[src/sv/kfli_pkg.sv]
package kfli_pkg;

   localparam int KEYS_DEFAULT = 64;
   localparam int TIME_W       = 24;
   localparam int VAL_W        = 32;
   localparam int FRAC_W       = 16;
   localparam int KC_W         = 7;
   localparam int KIDX_W       = 6;
   localparam int ST_W         = 2;
   localparam int NCOMP        = 3;
   localparam int COMP_W       = 2;
   localparam int DIV_CNT_W    = $clog2(FRAC_W);
   localparam int DIFF_W       = VAL_W + 1;
   localparam int PROD_W       = FRAC_W + 1 + DIFF_W;
   localparam int CSR_AW       = 3;
   localparam int CSR_DW       = 32;

   localparam logic [KC_W-1:0] KC_RESET      = 7'd1;
   localparam logic            REG_KEY_COUNT = 1'b0;

   typedef enum logic {
      CMD_WRITE  = 1'b0,
      CMD_SAMPLE = 1'b1
   } cmd_type;

   typedef enum logic [ST_W-1:0] {
      ST_INTERP       = 2'd0,
      ST_SINGLE       = 2'd1,
      ST_PAST_END     = 2'd2,
      ST_BEFORE_START = 2'd3
   } status_type;

   typedef enum logic [2:0] {
      S_IDLE,
      S_FIRST,
      S_SCAN,
      S_DIV,
      S_DIFF,
      S_MULT,
      S_ACC,
      S_DONE
   } state_type;

   typedef struct packed {
      logic [NCOMP-1:0][VAL_W-1:0] val;
      logic [TIME_W-1:0]           ktime;
   } key_type;

   typedef struct packed {
      logic              wr_key;
      logic              ld_sample;
      logic              adv;
      logic              keep_prev;
      logic              emit_key;
      logic              emit_prev;
      logic              ld_status;
      status_type        res_status;
      logic              div_init;
      logic              div_step;
      logic [COMP_W-1:0] comp;
      logic              ld_diff;
      logic              ld_prod;
      logic              ld_comp;
      logic              out_load;
   } dp_cmd_type;

   typedef struct packed {
      logic idx_zero;
      logic idx_last;
      logic single;
      logic t_lt_cur;
      logic t_lt_prev;
      logic out_busy;
   } dp_sts_type;

endpackage

[src/sv/kfli_ctrl.sv]
module kfli_ctrl (
   input  logic                   clock,
   input  logic                   reset,
   input  logic                   req_valid,
   input  logic                   req_cmd,
   output logic                   req_stall,
   input  kfli_pkg::dp_sts_type   sts,
   output kfli_pkg::dp_cmd_type   cmd
);

   kfli_pkg::state_type                  state_ff, state_in;
   logic [kfli_pkg::DIV_CNT_W-1:0]       cnt_ff, cnt_in;
   logic [kfli_pkg::COMP_W-1:0]          comp_ff, comp_in;

   always_ff @(posedge clock) begin
      if (reset) begin
         state_ff <= kfli_pkg::S_IDLE;
         cnt_ff   <= '0;
         comp_ff  <= '0;
      end else begin
         state_ff <= state_in;
         cnt_ff   <= cnt_in;
         comp_ff  <= comp_in;
      end
   end

   always_comb begin
      state_in       = state_ff;
      cnt_in         = cnt_ff;
      comp_in        = comp_ff;
      cmd            = '0;
      cmd.res_status = kfli_pkg::ST_INTERP;
      cmd.comp       = comp_ff;
      req_stall      = 1'b1;
      case (state_ff)
         kfli_pkg::S_IDLE: begin
            req_stall = 1'b0;
            if (req_valid) begin
               if (req_cmd == kfli_pkg::CMD_SAMPLE) begin
                  cmd.ld_sample = 1'b1;
                  state_in      = kfli_pkg::S_FIRST;
               end else begin
                  cmd.wr_key = 1'b1;
               end
            end
         end
         kfli_pkg::S_FIRST: begin
            cmd.adv  = 1'b1;
            state_in = kfli_pkg::S_SCAN;
         end
         kfli_pkg::S_SCAN: begin
            cmd.adv = 1'b1;
            if (sts.idx_zero) begin
               if (sts.single) begin
                  cmd.emit_key   = 1'b1;
                  cmd.ld_status  = 1'b1;
                  cmd.res_status = kfli_pkg::ST_SINGLE;
                  state_in       = kfli_pkg::S_DONE;
               end else begin
                  cmd.keep_prev = 1'b1;
               end
            end else if (sts.t_lt_cur) begin
               if (sts.t_lt_prev) begin
                  cmd.emit_key   = 1'b1;
                  cmd.emit_prev  = 1'b1;
                  cmd.ld_status  = 1'b1;
                  cmd.res_status = kfli_pkg::ST_BEFORE_START;
                  state_in       = kfli_pkg::S_DONE;
               end else begin
                  cmd.div_init = 1'b1;
                  cnt_in       = '0;
                  state_in     = kfli_pkg::S_DIV;
               end
            end else if (sts.idx_last) begin
               cmd.emit_key   = 1'b1;
               cmd.ld_status  = 1'b1;
               cmd.res_status = kfli_pkg::ST_PAST_END;
               state_in       = kfli_pkg::S_DONE;
            end else begin
               cmd.keep_prev = 1'b1;
            end
         end
         kfli_pkg::S_DIV: begin
            cmd.div_step = 1'b1;
            cnt_in       = cnt_ff + kfli_pkg::DIV_CNT_W'(1);
            if (cnt_ff == kfli_pkg::DIV_CNT_W'(kfli_pkg::FRAC_W - 1)) begin
               comp_in  = '0;
               state_in = kfli_pkg::S_DIFF;
            end
         end
         kfli_pkg::S_DIFF: begin
            cmd.ld_diff = 1'b1;
            state_in    = kfli_pkg::S_MULT;
         end
         kfli_pkg::S_MULT: begin
            cmd.ld_prod = 1'b1;
            state_in    = kfli_pkg::S_ACC;
         end
         kfli_pkg::S_ACC: begin
            cmd.ld_comp = 1'b1;
            if (comp_ff == kfli_pkg::COMP_W'(kfli_pkg::NCOMP - 1)) begin
               cmd.ld_status  = 1'b1;
               cmd.res_status = kfli_pkg::ST_INTERP;
               state_in       = kfli_pkg::S_DONE;
            end else begin
               comp_in  = comp_ff + kfli_pkg::COMP_W'(1);
               state_in = kfli_pkg::S_DIFF;
            end
         end
         kfli_pkg::S_DONE: begin
            if (!sts.out_busy) begin
               cmd.out_load = 1'b1;
               state_in     = kfli_pkg::S_IDLE;
            end
         end
         default: begin
            state_in = kfli_pkg::S_IDLE;
         end
      endcase
   end

endmodule

[config.mk]
export PLATFORM = sky130hd
export DESIGN_NAME = kfli_ctrl
export DESIGN_NICKNAME = d
export VERILOG_FILES = /design/src/sv/kfli_pkg.sv /design/src/sv/kfli_ctrl.sv
export SDC_FILE = /design/constraint.sdc
export NUM_CORES = 1
export LEC_CHECK = 0
export ABC_AREA = 1
export ABC_CLOCK_PERIOD_IN_PS = 1200
export BUFFER_PORTS_ARGS = -buffer_cell sky130_fd_sc_hd__buf_2
export CAP_MARGIN = 0
export CORE_MARGIN = 3
export CORE_UTILIZATION = 42
export DETAILED_ROUTE_END_ITERATION = 6
export HOLD_SLACK_MARGIN = 0.12
export PLACE_DENSITY = 0.8
export SLEW_MARGIN = 20
export SYNTH_ARGS = -nofsm -noshare
export SYNTH_HDL_FRONTEND = slang
export SYNTH_SLANG_ARGS = --single-unit
[constraint.sdc]
create_clock -name clock -period 1.2 [get_ports clock]
set_input_delay 0.06 -clock clock [delete_from_list [all_inputs] [get_ports clock]]
set_output_delay 0.06 -clock clock [all_outputs]
set_load 0.01 [all_outputs]
==> metrics.yaml, run 1 <==
timing:
  skew_ns: 0.00606
  post-route-period-util_pct: 115
  relSlewSlack_pct: 85.5
  hold_viol_final: 0
  max_freq_mhz: 724
  worst_slack_ns: -0.181
  period_minus_slack_ns: 1.38
  worstMarginPinSlew_ns: 0.215
  setup_viol: 22
  setup_tns_ns: -1.99
  rsz0062_at_grt: "yes"
  slew_viol_final: 0
yosys:
  synth_ff_type: "dfxtp_1"
  syn_nets: 136
  syn-cell-area_sq_um: 734
  synth_top_area_share_pct: 24.5
  synth-edff-count: 0
  ys_seq_area_share_pct: 24.5
  yosysMostFrequentCell: "nand2_1"
  synth_top_area_cell: "dfxtp_1"
  yosysUniqueCellTypes: 23
  ys_seq_elements: 9
  synth.yosys.warnings: 0
  synth_area_per_cell_sq_um: 5.92
  syn_inst: 124
  synth_area_leaders: "dfxtp_1 (25%), nand2_1 (19%), nor2_1 (9.7%), inv_1 (9.2%), nand3_1 (6.8%)"
  async_flop_share_pct: 0
  synth_common_cells: "nand2_1 (37), nor2_1 (19), inv_1 (18), nand3_1 (10), dfxtp_1 (9)"
power_and_ir_drop:
  vdd_drop_max_uv: 1110
  p_leak_nw: 0.730
  cellPowerDensity_nw_per_um2: 2150
placed_design:
  io_buffers: 27
  post_dp_cell_area_sq_um: 1000
  globalplace.congestion: 0.790
  dp_slack_ns: -0.0762
  dp_hpwl_mm: 1.48
hold_path:
  min_path_type: "primary input to flip-flop"
job:
  maxCapViolCount: 0
finish:
  fillers: 99
  final_area_sq_um: 1280
  final-seq-area_sq_um: 191
  multi_input_area_sq_um: 567
  final_nets: 195
  layout-drive-gt1-share_pct: 54.4
  n_antenna_cell: 0
  syn_to_final_growth_pct: 74.1
route:
  antenna_left: 0
  drc: 0
  drtIter0Drc: 21
  vias: 993
  firstDrtPassIters: 4
  post_drt_wl_per_cell_um: 11.8
  vias_per_cell: 5.02
  routed_wl_mm: 2.34
clock_tree:
  clk-insertion-delay-late_ns: 0.26
  clkTransAtPathRegs_ns: 0.06
  clock_sinks: 9
  clk_path_buf_depth: 2
  h-tree-depth: 1
  cts-root-buf: "clkbuf_4"
  numCtsBuffers: 3
  cts_tree: "built"
outcome:
  failed_checks: "setup timing"
  status: "finished with violations"
floorplanning:
  ioPinCount: 28
  dieWidth_um: 47.8
  start_util_pct: 46.6
  dieArea_sq_um: 2290
  core_sq_um: 1580
  die_h_um: 47.8
  rows: 14
global_routing:
  grt.overflow.total: 0
  grt_max_degree: 11
  grt_pass1_wl_mm: 3.22
  grt_pass1_vias: 814
  antenna_found_initial: 0
  grt_use_total_pct: 19.5
worst_setup_path:
  critPathLaunchType: "flip-flop"
  critPathCaptureType: "output pin"
  critPathKind: "flip-flop to output pin"
  cp.arrival_ns: 1.32
  worstPathMaxFanout: 4
  required_ns: 1.14
==> stage by stage <==
stage / util (%) / total power, mW / instances / hold slack [ns]
6_report: 81.1 / 2.75 / 198 / 0.289
5_1_grt: 81.1 / 2.97 / 198 / 0.363
4_1_cts: 74.5 / 2.47 / 194 / 0.261
3_5_place_dp: 63.7 / 1.88 / 182 / 0.297
3_3_place_gp: 63.7 / 1.85 / 182 / 0.292
2_1_floorplan: - / 1.35 / 124 / 0.129
==> metal layers <==
layer  GRT usage (%)  share of wire [%]  vias up
met1            22.7                 41      459
li1                -                  -      501
met5               0                  0        -
met4            3.23                1.1        0
met2            34.8                 52       29
met3            6.39                5.2        4
==> cells in the final DEF, fill, tap and decap left out, drive strengths merged <==
cell and instances:
ha 2, nand4 2, inv 20, buf 55, clkinv 1, a21oi 6, nor2 22, dlygate4sd3 1
or2 1, a21boi 1, xor2 1, nand2 39, nor3 1, nand3 12, o21ai 5, nor3b 1
dfxtp 9, clkbuf 3
==> repair_timing <==
action / 4_1_cts / 5_1_grt
pin swaps: 8 / 5
buffers inserted: 7 / 4
endpoints found under the setup margin: 21 / 20
gates resized for setup: 22 / 23
hold endpoints to repair: 4 / 0
hold buffers: 1 / 0
==> cell families (layout without fill, tap and decap cells) <==
| family | Yosys count | count (layout) | synth area share [%] |
|---|---|---|---|
| AOI/OAI and AO/OA | 12 | 12 | 9.54 |
| xor gates and xnor gates | 1 | 1 | 1.19 |
| adders and majority gates | 2 | 2 | 3.41 |
| buffers and inverters | 22 | 80 | 12.6 |
| DFF | 9 | 9 | 24.5 |
| and+or+nand+nor | 78 | 78 | 48.7 |
==> final timing paths <==
path,slack [ns],cells past startpoint,end,startpoint
max reg2reg,-0.12,9,state_ff[0],state_ff[1]
min reg2reg,0.51,2,cnt_ff[3],cnt_ff[3]
min,0.29,7,state_ff[1],req_valid
max,-0.18,7,cmd[7],state_ff[1]
==> report_power, final <==
part           switching [mW]  internal (mW)
logic                    1.05          0.938
clock network           0.103          0.123
registers               0.135          0.403
==> worst max-delay path, stage by stage (launching register included) <==
cell and delay (ns):
dfxtp_4 0.38, buf_12 0.12, nand2_8 0.05, nor2_4 0.16
nand2_2 0.08, buf_4 0.13, inv_1 0.04, buf_2 0.12
==> state kept, by name, summed over array words and instances, names as in the netlist <==
signal,count
cnt_ff,4
state_ff,3
comp_ff,2
==> cell type report <==
cell class	instances	area share [%]
sequential	9	15.0
tap	16	1.57
clock buffer	3	1.76
clock inverter	1	0.391
inverter	20	6.85
multi-input combinational	93	44.3
timing repair buffer	56	30.1
Note: power is estimated with default switching activity, not from simulation.
==> inputs of run 2 (changes only) <==
- ABC_AREA: 1 -> unset
- CORE_UTILIZATION: 42 -> 41
- CTS_BUF_LIST: unset -> sky130_fd_sc_hd__clkbuf_8 sky130_fd_sc_hd__clkbuf_16
- CTS_CLUSTER_DIAMETER: unset -> 120
==> run 2 against run 1 <==
Effect of this change: the run still ends with setup timing left; clock power increased by 58%; first-iteration DRC count increased by 110%; die area decreased by 8.9%; sequential cell count unchanged; sequential share of layout area about the same; combinational power decreased by 88%; non-clock buffer count increased by 2; fmax decreased by 20%; design area decreased by 3.4%; synthesized area decreased by 12%; sequential power decreased by 42%; critical path type unchanged.
==> metrics.yaml, run 2 <==
placed_design:
  globalplace.congestion: 0.818  # +3.5%
  dp.cells: 138  # -24%
  io_buffers: 27  # unchanged
  dp_hpwl_mm: 1.47  # -0.39%
power_and_ir_drop:
  cellPowerDensity_nw_per_um2: 738  # -66%
  power_mw: 0.912  # -67%
  p_leak_nw: 0.589  # -19%
  vdd_drop_max_uv: 964  # -13%
floorplanning:
  start_util_pct: 46.6  # about the same
  dieArea_sq_um: 2080  # -8.9%
  ioPinCount: 28  # unchanged
  dieWidth_um: 45.6  # -4.5%
  die_h_um: 45.6  # -4.5%
  rows: 13  # -1
  core_sq_um: 1380  # -12%
finish:
  top_regs: "cnt_ff: 4 flops, state_ff: 3 flops, comp_ff: 2 flops"
  regMostFlops: "cnt_ff"
  instances_no_fill: 159  # -20%
  mostFrequentLayoutCell: "buf_2"
  n_antenna_cell: 0  # unchanged
  final_nets: 157  # -19%
  final_cell_mix: "buf_2 (25), buf_4 (20), buf_6 (12)"
  layout-drive-gt1-share_pct: 63.2  # +8.8 points
  largest_reg_flops: 4  # unchanged
  syn_to_final_growth_pct: 91.6
route:
  post_drt_wl_per_cell_um: 20.2  # +71%
  vias: 983  # -1.0%
  antenna_left: 0  # unchanged
  firstDrtPassIters: 4  # unchanged
  routed_wl_mm: 3.21  # +37%
  vias_per_cell: 6.18  # +23%
  drc: 0  # unchanged
  drtIter0Drc: 45  # +110%
yosys:
  yosysMostFrequentCell: "dfxtp_1"
  synth_area_leaders: "dfxtp_1 (28%), a21oi_1 (4.7%), nor3_1 (4.7%), inv_1 (4.7%), nand2_1 (4.1%)"
  syn-cell-area_sq_um: 644  # -12%
  ys_seq_area_share_pct: 28.0  # +3.4 points
  synth_ff_type: "dfxtp_1"
  syn_nets: 98  # -28%
  syn_inst: 86  # -31%
  synth.yosys.warnings: 0  # unchanged
  synth_mux_area_share_pct: 1.75  # +1.7 points
  synth_top_area_share_pct: 28.0  # +3.4 points
  yosysUniqueCellTypes: 35  # +52%
  ys_seq_elements: 9  # unchanged
  yosys.area_share.adder_pct: 3.88  # +0.48 points
  synth-edff-count: 0  # unchanged
  async_flop_share_pct: 0  # unchanged
  synth_top_family_by_area: "simple AND/OR/NAND/NOR gates"
  synth_simple_gate_area_share_pct: 34.4  # -14 points
  synth_top_area_cell: "dfxtp_1"
  yosys.area_share.xor_xnor_pct: 4.08  # +2.9 points
  synth_area_per_cell_sq_um: 7.49  # +27%
  synth_common_cells: "dfxtp_1 (9), inv_1 (8), nand2_1 (7)"
  synth-compound-area-share_pct: 20.8  # +11 points
clock_tree:
  clock_sinks: 9  # unchanged
  h-tree-depth: 1  # unchanged
  clkTransAtPathRegs_ns: 0.05  # about the same
  clk_path_buf_depth: 2  # unchanged
  cts-root-buf: "clkbuf_8"
  numCtsBuffers: 3  # unchanged
  clk-insertion-delay-late_ns: 0.24  # -0.02 ns
  cts_tree: "built"
timing:
  skew_ns: 0.00769  # +0.00164 ns
  relSlewSlack_pct: 68.8  # -17 points
  worst_slack_ns: -0.522  # -0.341 ns
  hold_viol_final: 0  # unchanged
  period_minus_slack_ns: 1.72  # +0.341 ns
  worstMarginPinSlew_ns: 0.466  # +0.252 ns
  rsz0062_at_grt: "yes"
  max_freq_mhz: 581  # -20%
  slew_viol_final: 0  # unchanged
  post-route-period-util_pct: 144  # +28 points
  setup_viol: 25  # +14%
global_routing:
  grt_pass1_vias: 850  # +4.4%
  grt_pass1_wl_mm: 3.91  # +21%
  grt_max_degree: 13  # +2
  grt_use_total_pct: 26.1  # +6.7 points
  grt.overflow.total: 0  # unchanged
  antenna_found_initial: 0  # unchanged
hold_path:
  holdPathEnd: "state_ff[2]"
  min_path_type: "primary input to flip-flop"
  min-delay-start: "reset"
  hold-path-cell-count: 2  # -5
job:
  maxCapViolCount: 0  # unchanged
worst_setup_path:
  worstPathMaxFanout: 2  # -2
  r2r-end: "cnt_ff[1]"
  critPathKind: "flip-flop to output pin"
  critPathCaptureType: "output pin"
  required_ns: 1.14  # about the same
  path_delay_family: "simple AND/OR/NAND/NOR gates"
  critPathLaunchType: "flip-flop"
  crit_buf_inv: 2  # -2
  rrSetupSlack_ns: -0.48  # -0.36 ns
  critPathSlowestCell: "or4b_4"
  r2r_start: "state_ff[2]"
  crit_chain: "or3b_4, or4b_4, inv_2, buf_2"
  cp.arrival_ns: 1.66  # +0.34 ns
  max_stage_delay_ns: 0.51  # +0.13 ns
  reg2reg_depth: 5  # -4
outcome:
  status: "finished with violations"
  failed_checks: "setup timing"
[run 2: changes by cell type in the layout (fill, tap and decap cells not counted), sizes merged, moves of 3 or more]
cell / change
nand2: -32
nor2: -16
inv: -11
nand3: -9
nor3: +5
o21ai: -4
buf: +3
nand2b: +3
nand3b: +3
[run 2: cells by family after synthesis]
family | after synthesis
simple gates | 39
compound gates | 20
buf+inv | 12
flops | 9
xor+xnor | 3
fa+ha+maj | 2
mux | 1
[run 2: how the worst max path moves through the flow]
stage,cells past startpoint,to,start
2_1_floorplan,4,cnt_ff[1],state_ff[1]
3_3_place_gp,4,cnt_ff[1],state_ff[2]
3_5_place_dp,5,comp_ff[0],state_ff[0]
4_1_cts,4,cmd[7],state_ff[2]
5_1_grt,4,cmd[7],state_ff[1]
6_report,4,cmd[7],state_ff[2]
[run 2: repair_timing]
item	in CTS	in global routing
setup endpoints to repair	23	25
hold buffers	0	0
buffers inserted	10	10
gates resized for setup	22	23
pin swaps	6	7
[run 2: final cells by class]
cell class,instances,area (sq um)
clock buffers,3,41.3
clock inverters,1,3.75
fillers,67,148
inverters,8,32.5
multi-input cells,65,528
flip-flops and latches,9,185
well taps,15,18.8
repair buffers,58,425
[run 2: per-layer routing]
metal / wire (um) / track usage (%) / up-vias / share of wire, %
met5: 0 / 0 / - / 0
met4: 186 / 8.77 / 0 / 5.8
met3: 311 / 6.32 / 22 / 9.7
met2: 1520 / 46.5 / 89 / 47
met1: 1190 / 29.9 / 447 / 37
li1: - / - / 425 / -
[run 2: power by group]
group / leakage, nW / total, mW / switching [mW] / internal [mW]
Clock: 0.0269 / 0.355 / 0.131 / 0.224
Sequential: 0.0746 / 0.310 / 0.00455 / 0.306
Combinational: 0.488 / 0.247 / 0.129 / 0.118
[run 2: worst register-to-register path, delay by kind of cell (launching register included)]
kind	cells	cell delay [ns]
buf+inv	1	0.16
compound gates	1	0.08
simple gates	3	1.00
flops	1	0.32
[run 2: through the flow]
stage	cell area (sq um)	TNS [ns]	hold slack, ns	setup slack [ns]	util (%)
3_3_place_gp	903	-2.41	0.367	-0.252	65.3
6_report	1230	-8.07	0.167	-0.522	89.3
3_5_place_dp	903	-3.00	0.377	-0.311	65.3
4_1_cts	1120	-6.26	0.152	-0.507	80.7
5_1_grt	1230	-8.87	0.164	-0.538	89.3
2_1_floorplan	662	-1.70	0.153	-0.303	-
